File: config.mk
export PLATFORM = sky130hd
export DESIGN_NAME = grt_ctrl
export DESIGN_NICKNAME = d
export VERILOG_FILES = /design/src/hw/rtl/grid_ray_traversal_assert.svh /design/src/hw/rtl/grt_pkg.sv /design/src/hw/rtl/grt_ctrl.sv
export SDC_FILE = /design/constraint.sdc
export NUM_CORES = 1
export LEC_CHECK = 0
export BUFFER_PORTS_ARGS = -buffer_cell sky130_fd_sc_hd__buf_2
export CAP_MARGIN = 20
export CORE_MARGIN = 5
export CORE_UTILIZATION = 40
export CTS_CLUSTER_SIZE = 10
export DETAILED_ROUTE_END_ITERATION = 8
export GPL_TIMING_DRIVEN = 0
export PLACE_DENSITY_LB_ADDON = 0.08
export SLEW_MARGIN = 20
export SYNTH_ARGS = -nofsm -noshare
export SYNTH_HDL_FRONTEND = slang
export SYNTH_SLANG_ARGS = --single-unit
File: constraint.sdc
create_clock -name clk -period 1.6 [get_ports clk]
set_input_delay 0.16 -clock clk [delete_from_list [all_inputs] [get_ports clk]]
set_output_delay 0.16 -clock clk [all_outputs]
set_load 0.01 [all_outputs]
File: src/hw/rtl/grid_ray_traversal_assert.svh
// ----------------------------------------------------------------------------
// Grid ray traversal assertion macros
// Concurrent assertion helpers, sampled on clk and disabled during reset.
// ----------------------------------------------------------------------------
`ifndef GRID_RAY_TRAVERSAL_ASSERT_SVH
`define GRID_RAY_TRAVERSAL_ASSERT_SVH

`ifndef SYNTHESIS
// same-cycle implication
`define GRT_ASSERT_IMPLY(lbl, ante, cons, msg) \
    lbl: assert property (@(posedge clk) disable iff (!rst_n) (ante) |-> (cons)) \
        else $error(msg);
// next-cycle implication
`define GRT_ASSERT_NEXT(lbl, ante, cons, msg) \
    lbl: assert property (@(posedge clk) disable iff (!rst_n) (ante) |=> (cons)) \
        else $error(msg);
`else
`define GRT_ASSERT_IMPLY(lbl, ante, cons, msg)
`define GRT_ASSERT_NEXT(lbl, ante, cons, msg)
`endif

`endif

File: src/hw/rtl/grt_pkg.sv
// ----------------------------------------------------------------------------
// Grid ray traversal package
// Shared widths, command and status types for controller and datapath.
// ----------------------------------------------------------------------------
`timescale 1ns / 1ps
`default_nettype none

package grt_pkg;

    localparam int FRAC_BITS = 8;
    localparam int IN_W      = 24;   // pixel position ports
    localparam int POS_W     = 25;   // position in cell units, Q.8
    localparam int CELL_W    = 17;   // signed cell coordinate
    localparam int DIR_W     = 10;   // signed direction, +-256
    localparam int DIV_W     = 34;   // divider numerator / quotient
    localparam int DEN_W     = 26;   // divider denominator
    localparam int ROOT_W    = 50;   // square root radicand
    localparam int ROOT_STEPS = 25;
    localparam int IDX_W     = 15;   // row * width + column

    localparam logic [1:0] CFG_MAP_WIDTH    = 2'd0;
    localparam logic [1:0] CFG_MAP_HEIGHT   = 2'd1;
    localparam logic [1:0] CFG_CELL_SIZE    = 2'd2;
    localparam logic [1:0] CFG_MAX_DISTANCE = 2'd3;

    localparam logic [7:0] TILE_WALL = 8'd1;
    localparam logic       FUNC_WRITE = 1'b0;

    typedef enum logic [2:0] {
        DS_SX, DS_SY, DS_EX, DS_EY, DS_DIRX, DS_DIRY, DS_UNX, DS_UNY
    } div_sel_t;

    typedef enum logic [4:0] {
        OP_IDLE, OP_TILE_WR, OP_LOAD, OP_DIV_GO, OP_DIV_TAKE, OP_SQUARE,
        OP_SQRT_INIT, OP_SQRT_STEP, OP_CELL, OP_READ, OP_EDGE, OP_STEP,
        OP_FOUND, OP_FIN_MUL, OP_FIN_POS, OP_OUT_HIT, OP_OUT_BLOCKED
    } dp_op_t;

    typedef enum logic [4:0] {
        ST_IDLE, ST_DIV_GO, ST_DIV_WAIT, ST_SQUARE, ST_SQRT_INIT, ST_SQRT,
        ST_CELL, ST_CELL_RD, ST_CELL_CHK, ST_EDGE, ST_TEST, ST_STEP,
        ST_READ, ST_CHECK, ST_FIN_MUL, ST_FIN_POS, ST_OUT
    } ctrl_state_t;

    typedef struct packed {
        dp_op_t   op;
        div_sel_t sel;
    } dp_cmd_t;

    typedef struct packed {
        logic div_done;
        logic sqrt_last;
        logic blocked;
        logic wall;
        logic more;
    } dp_status_t;

    // saturate a 33-bit sum to 32 bits
    function automatic logic [31:0] sat32(input logic [32:0] v);
        sat32 = v[32] ? 32'hFFFF_FFFF : v[31:0];
    endfunction

    // saturate a signed 45-bit value to signed 24 bits
    function automatic logic [IN_W-1:0] sat_s24(input logic signed [44:0] v);
        logic signed [44:0] hi;
        logic signed [44:0] lo;
        hi = 45'sd8388607;
        lo = -45'sd8388608;
        if (v > hi)
            sat_s24 = 24'h7FFFFF;
        else if (v < lo)
            sat_s24 = 24'h800000;
        else
            sat_s24 = v[IN_W-1:0];
    endfunction

endpackage

`default_nettype wire

File: src/hw/rtl/grt_ctrl.sv
// ----------------------------------------------------------------------------
// Grid ray traversal controller
// Sequences set-up divisions, square root, start check and the cell walk.
// ----------------------------------------------------------------------------
`timescale 1ns / 1ps
`default_nettype none

module grt_ctrl
    import grt_pkg::*;
(
    input  wire logic       clk,
    input  wire logic       rst_n,
    input  wire logic       start,
    input  wire logic       func,
    input  dp_status_t      status,
    output dp_cmd_t         cmd,
    output logic            busy
);

    ctrl_state_t state_reg, state_next;
    div_sel_t    sel_reg, sel_next;

    // hold state
    always_ff @(posedge clk or negedge rst_n)
    begin
        if (!rst_n)
        begin
            state_reg <= ST_IDLE;
            sel_reg   <= DS_SX;
        end
        else
        begin
            state_reg <= state_next;
            sel_reg   <= sel_next;
        end
    end

    // next state and datapath commands
    always_comb
    begin
        state_next = state_reg;
        sel_next   = sel_reg;
        cmd.op     = OP_IDLE;
        cmd.sel    = sel_reg;
        case (state_reg)
            ST_IDLE:
            begin
                if (start)
                begin
                    if (func == FUNC_WRITE)
                        cmd.op = OP_TILE_WR;
                    else
                    begin
                        cmd.op     = OP_LOAD;
                        sel_next   = DS_SX;
                        state_next = ST_DIV_GO;
                    end
                end
            end
            ST_DIV_GO:
            begin
                cmd.op     = OP_DIV_GO;
                state_next = ST_DIV_WAIT;
            end
            ST_DIV_WAIT:
            begin
                if (status.div_done)
                begin
                    cmd.op = OP_DIV_TAKE;
                    case (sel_reg)
                        DS_EY:   state_next = ST_SQUARE;
                        DS_DIRY: state_next = ST_CELL;
                        DS_UNY:  state_next = ST_EDGE;
                        default:
                        begin
                            sel_next   = div_sel_t'(3'(sel_reg + 3'd1));
                            state_next = ST_DIV_GO;
                        end
                    endcase
                end
            end
            ST_SQUARE:
            begin
                cmd.op     = OP_SQUARE;
                state_next = ST_SQRT_INIT;
            end
            ST_SQRT_INIT:
            begin
                cmd.op     = OP_SQRT_INIT;
                state_next = ST_SQRT;
            end
            ST_SQRT:
            begin
                cmd.op = OP_SQRT_STEP;
                if (status.sqrt_last)
                begin
                    sel_next   = DS_DIRX;
                    state_next = ST_DIV_GO;
                end
            end
            ST_CELL:
            begin
                cmd.op     = OP_CELL;
                state_next = ST_CELL_RD;
            end
            ST_CELL_RD:
            begin
                cmd.op     = OP_READ;
                state_next = ST_CELL_CHK;
            end
            ST_CELL_CHK:
            begin
                if (status.blocked)
                begin
                    cmd.op     = OP_OUT_BLOCKED;
                    state_next = ST_IDLE;
                end
                else
                begin
                    sel_next   = DS_UNX;
                    state_next = ST_DIV_GO;
                end
            end
            ST_EDGE:
            begin
                cmd.op     = OP_EDGE;
                state_next = ST_TEST;
            end
            ST_TEST:
            begin
                state_next = status.more ? ST_STEP : ST_FIN_MUL;
            end
            ST_STEP:
            begin
                cmd.op     = OP_STEP;
                state_next = ST_READ;
            end
            ST_READ:
            begin
                cmd.op     = OP_READ;
                state_next = ST_CHECK;
            end
            ST_CHECK:
            begin
                if (status.wall)
                begin
                    cmd.op     = OP_FOUND;
                    state_next = ST_FIN_MUL;
                end
                else
                    state_next = status.more ? ST_STEP : ST_FIN_MUL;
            end
            ST_FIN_MUL:
            begin
                cmd.op     = OP_FIN_MUL;
                state_next = ST_FIN_POS;
            end
            ST_FIN_POS:
            begin
                cmd.op     = OP_FIN_POS;
                state_next = ST_OUT;
            end
            ST_OUT:
            begin
                cmd.op     = OP_OUT_HIT;
                state_next = ST_IDLE;
            end
            default:
            begin
                state_next = ST_IDLE;
            end
        endcase
    end

    assign busy = (state_reg != ST_IDLE);

endmodule

`default_nettype wire

Word-level counts from Yosys, hierarchy flattened

Cells that the tools add are included.

Memory bits (writable): 0
Bits in read-only memories: 0
Bits in latches: 0
Bits in registers: 8
Memories kept: 0
Word-level logic and storage cells: 57
Input port bits: 9
Output and inout bits: 9

Magnitude comparators: 0
Reductions and logical operators: 7
Div/mod/pow operators: 0
Equality and inequality tests: 25
Multiply operators: 0
Add/subtract/negate cells: 1
Shifts and indexed selects: 0
Bitwise gates (word level): 0
Mux-type cells: 22

Operators with widths:

| operator            | count |
|---|---|
| $pmux 5 s16         | 1 |
| $pmux 5 s15         | 1 |
| $eq 5x4->1 const B  | 8 |
| $mux 3              | 9 |
| $mux 5              | 5 |
| $eq 5x3->1 const B  | 4 |
| $ne 2x2->1 const B  | 6 |
| $pmux 3 s4          | 1 |
| $pmux 4 s3          | 1 |
| $eq 5x2->1 const B  | 2 |
| $reduce_and 7->1    | 1 |
| $eq 3x3->1 const B  | 2 |
| $eq 5x1->1 const B  | 1 |
| $eq 5x5->1 const B  | 1 |
| $logic_not 5->1     | 1 |
| $reduce_bool 5->1   | 1 |
| $mux 2              | 2 |
| $mux 4              | 1 |
| $reduce_and 4->1    | 1 |
| $reduce_bool 4->1   | 1 |
| $add 3x1->3 const B | 1 |
| $eq 3x2->1 const B  | 1 |
| $reduce_or 3->1     | 1 |
| $reduce_or 2->1     | 1 |
| $mux 1              | 1 |

Logic depth before layout (Yosys ltp)

Depth in word-level cells: 5
Mapped depth: 7
Mapped depth without buffers: 7

Least setup slack after synthesis

No wires, ideal clock.

Path type: register to register
Start point: register sel_reg[0]
End point: register sel_reg[0]
Arrival: 1.670 ns
Clock period less this slack: 1.795 ns
Path buffers: 0
Data required time: 1.475 ns
Setup slack: -0.195 ns
Stages on the path, launching flop included: 7
Library setup time: 0.125 ns
Path through: dfrtp_1 -> ha_1 -> ha_1 -> nor3_1 -> o221ai_2 -> nor2_2 -> mux2_4

Cells in the longest elaborated chain, start to end: 4
Elaborated cells between the ends (all ways): 10
Those cells by class: add/sub (1); eq/ne (4); mux (3); reduce/logical (2)

RTL lines:

| what                                           | line           | RTL |
|---|---|---|
| start, declared                                | grt_ctrl.sv:21 | `div_sel_t sel_reg, sel_next;` |
| start signal, assigned                         | grt_ctrl.sv:34 | `sel_reg <= sel_next;` |
| $add 3x1->3 (tied with other cells)            | grt_ctrl.sv:76 | `sel_next = div_sel_t'(3'(sel_reg + 3'd1));` |
| $mux 3 or $reduce_or 3->1 (tied branches)      | -              |  |
| $mux 3 or $ne 2x2->1 (tied branches)           | -              |  |
| $pmux 3 s4 or $reduce_and 7->1 (tied branches) | -              |  |

Parallel ways exist; a longest one is shown, timed or not. The select of a mux whose other input is x is not followed.
A chain may end at the register's enable or synchronous reset.

==> impl_results.md <==
* DRT Pass-1 Iters at 4
* Pin count of the biggest net entering global routing at 11
* Reg2Reg Setup Slack at -0.09 ns
* Die height at 57.2 um
* Placed cell areas at 0.00105 mm^2
* Combinational share of power at 81.0%
* Hold_sp: status[4]
* Synth area leader: dfrtp_1
* Worst-skew pair later-pin latency at 0.25 ns
* LEAKAGE at 0.000591 uW
* Critical path's most frequent cell: buf_6
* Status: finished with violations
* Worst Hold End: state_reg[1]$_DFFE_PN0P_
* Post-Syn Instances at 112
* Worst hold margin at 0.177 ns
* Die W at 57.2 um
* Num CTS Buffers at 3
* Worst Path Arrival at 1.59 ns
* Root Driver: clkbuf_4
* Setup WS pre-CTS at -0.176 ns
* Max incr delay on CP at 0.42 ns
* Final hold viol count at 0
* Final worst-path cycle share at 109%
* Cells along the critical path: buf_6 > buf_6 > nand3_1 > a21oi_1 > a31oi_1 > o21ai_1 > buf_2
* MaxCap Viol Count at 0
* Failing checks: setup timing
* Setup crit end kind: output pin
* Max-slew violation count at 0
* Pwr Total at 2620 uW
* Slew @ Worst Pin at 0.314 ns
* Die area at 0.00327 mm^2
* First-pass GRT wire length at 4840 um
* H-tree depth at 1
* Area delta synth->final at 63.3%
* Initial Util at 41.1%
* Sinks on Clock Net at 8
* Cell Area, Synth at 891 um^2
* Port Buf Inserts at 17
* Final setup viols at 8
* CP top delay family: buffers and inverters
* Register area share after synthesis at 22.5%
* Maximum vdd drop at 0.00118 V
* Reg power frac at 12.8%
* Layout net count at 165
* RSZ-0062 raised after global routing: true
* Largest register FFs at 5
* Crit Path Max Fanout at 10
* Main synth FF type: dfrtp_1
* Max_slew headroom at 79.0%
* Clock Tree Buf Depth at 2
* Initial antenna violation count at 0
* Setup ws final at -0.146 ns
* Reg2Reg Launch Point: sel_reg[0]$_DFFE_PN0P_
* Number of I/O pins at 18
* Number of flops mapped to enable cells by yosys at 0
* Power Internal at 1370 uW
* Fmax at 573 MHz
* Switch Pwr at 1250 uW
* Routed Antenna Nets at 0
* Number of global-route vias before repair at 974
* Clock power frac at 6.2%
* Rows at 17
* Final Skew at 0.00384 ns
* Critical path class: reg2out
* Async SR Flop Fraction at 100%
* Area share of the leading cell type in the synthesized netlist at 22.5%
* CTS clock-pin slew for the worst setup and hold paths at 0.05 ns
* WP data required at 1.44 ns
* Vias at 1040
* Via density at 5.81
* Share of cells above drive strength 1 at 58.9%
* Final wirelength at 3050 um
* Tightest Hold Check Type: in2reg
* Core region area at 0.00217 mm^2
* Cell variety after synth at 44
* Worst path buffer plus inverter count at 3
* GRT Overall Usage at 18.7%
* Gpl congestion at 0.929
* Setup_tns at -0.488 ns
* Finished layout cell area at 0.00146 mm^2
* Avg WL per Cell at 17.1 um
* Yosys warns at 0
* # diodes at 0
* Flops & latches, synth at 8
* PD cells at 1800 mW/mm^2
* CTS tree: built
* CP Launch Type: flip-flop
* WHS Path Cells at 2
* Largest cells by area after synthesis: dfrtp_1 22%, a21oi_1 6.7%, ha_1 5.6%
* Worst Reg-to-Reg Cells at 6
* Final min period at 1.75 ns
* Dpl hpwl at 2090 um
* Critical-path top delay cell: dfrtp_2
* Drt drc at 0
* Synth Net Count at 125
* Synthesized area per cell at 7.95 um^2
* Worst reg2reg path endpoint: sel_reg[0]$_DFFE_PN0P_
* Switching Share at 47.8%
* Initial DRC count at 20
* Grt total ovfl at 0
## routing by layer
metal,vias to the layer above,wire [um],track usage [%]
met4,0,0,2.32
met5,-,0,0
met3,0,201,3.62
li1,490,-,-
met1,510,1320,27.0
met2,40,1540,29.7
## layout make-up
type,count,area [um^2]
buffer,9,104
sequential,8,205
tap,28,35.0
inverter,7,30.0
clock buffer,4,26.3
multi-input combinational,88,792
timing repair buffer,35,263
fill,195,714
## Yosys cell counts, drive strengths merged, types with 2 or more instances
master and count:
nor3 5, a21oi 13, mux2i 2, o32ai 2, inv 7, o22ai 3, ha 4, dfrtp 8
o21ai 8, clkbuf 3, nand2 6, nand2b 2, nor2 11, buf 6, nor2b 5, nand3 6
## worst max-delay path by stage
stage                             start                     end  slack [ns]  depth (start not counted)
2_1_floorplan    sel_reg[0]$_DFFE_PN0P_  sel_reg[0]$_DFFE_PN0P_       -0.08                          6
3_3_place_gp     sel_reg[0]$_DFFE_PN0P_  sel_reg[0]$_DFFE_PN0P_       -0.16                          6
3_5_place_dp     sel_reg[0]$_DFFE_PN0P_  sel_reg[0]$_DFFE_PN0P_       -0.18                          6
4_1_cts        state_reg[1]$_DFFE_PN0P_                  cmd[5]       -0.10                          7
5_1_grt        state_reg[2]$_DFFE_PN0P_                  cmd[5]       -0.22                          7
6_report       state_reg[0]$_DFFE_PN0P_                  cmd[5]       -0.15                          7
## power groups by stage
| stage | logic (uW) | registers (uW) | clock network, uW |
|---|---|---|---|
| after floorplan | 1070 | 342 | 0 |
| after global placement | 1410 | 346 | 0 |
| after detailed placement | 1430 | 346 | 0 |
| after CTS | 1820 | 330 | 171 |
| after global routing | 2270 | 348 | 184 |
| final | 2120 | 336 | 163 |
## cell families after synthesis
group / share of synthesized area [%]
XOR/XNOR: 0.983
flip-flops: 22.5
adder cells (fa/ha/maj): 5.62
AND/OR/NAND/NOR: 25.8
AO/OA/AOI/OAI: 31.6
multiplexers: 3.93
buffers and inverters: 9.55
## cells in the final DEF (no fill, tap or decap), drive strengths merged
cell / count
a21oi: 13
a311oi: 1
dfrtp: 8
nand3b: 1
a31o: 1
ha: 4
nor3: 5
a2111o: 1
o21ai: 8
o32ai: 2
nor4b: 1
a22oi: 1
o22ai: 3
a211oi: 1
o21a: 1
o41ai: 1
o221ai: 1
xnor2: 1
nor2b: 5
nand2b: 2
a31oi: 1
o2111ai: 1
nor2: 11
mux2: 1
dlygate4sd3: 1
nand3: 6
nand4: 1
and2: 1
nand2: 6
buf: 41
inv: 6
mux2i: 2
clkbuf: 6
or2: 1
nor4: 1
clkinvlp: 1
o211ai: 1
a2111oi: 1
o31ai: 1
## timing repair
item | in CTS | in global routing
hold buffers | 1 | 0
endpoints found under the setup margin | 10 | 13
setup buffers | 12 | 5
pin swaps | 10 | 5
hold endpoints to repair | 8 | 0
gates resized for setup | 29 | 29
## metrics by stage
stage	utilization [%]	std cells
2_1_floorplan	-	112
3_3_place_gp	48.4	157
3_5_place_dp	48.4	157
4_1_cts	59.2	174
5_1_grt	67.1	179
6_report	67.1	179
Power figures use the tool's default switching activity.
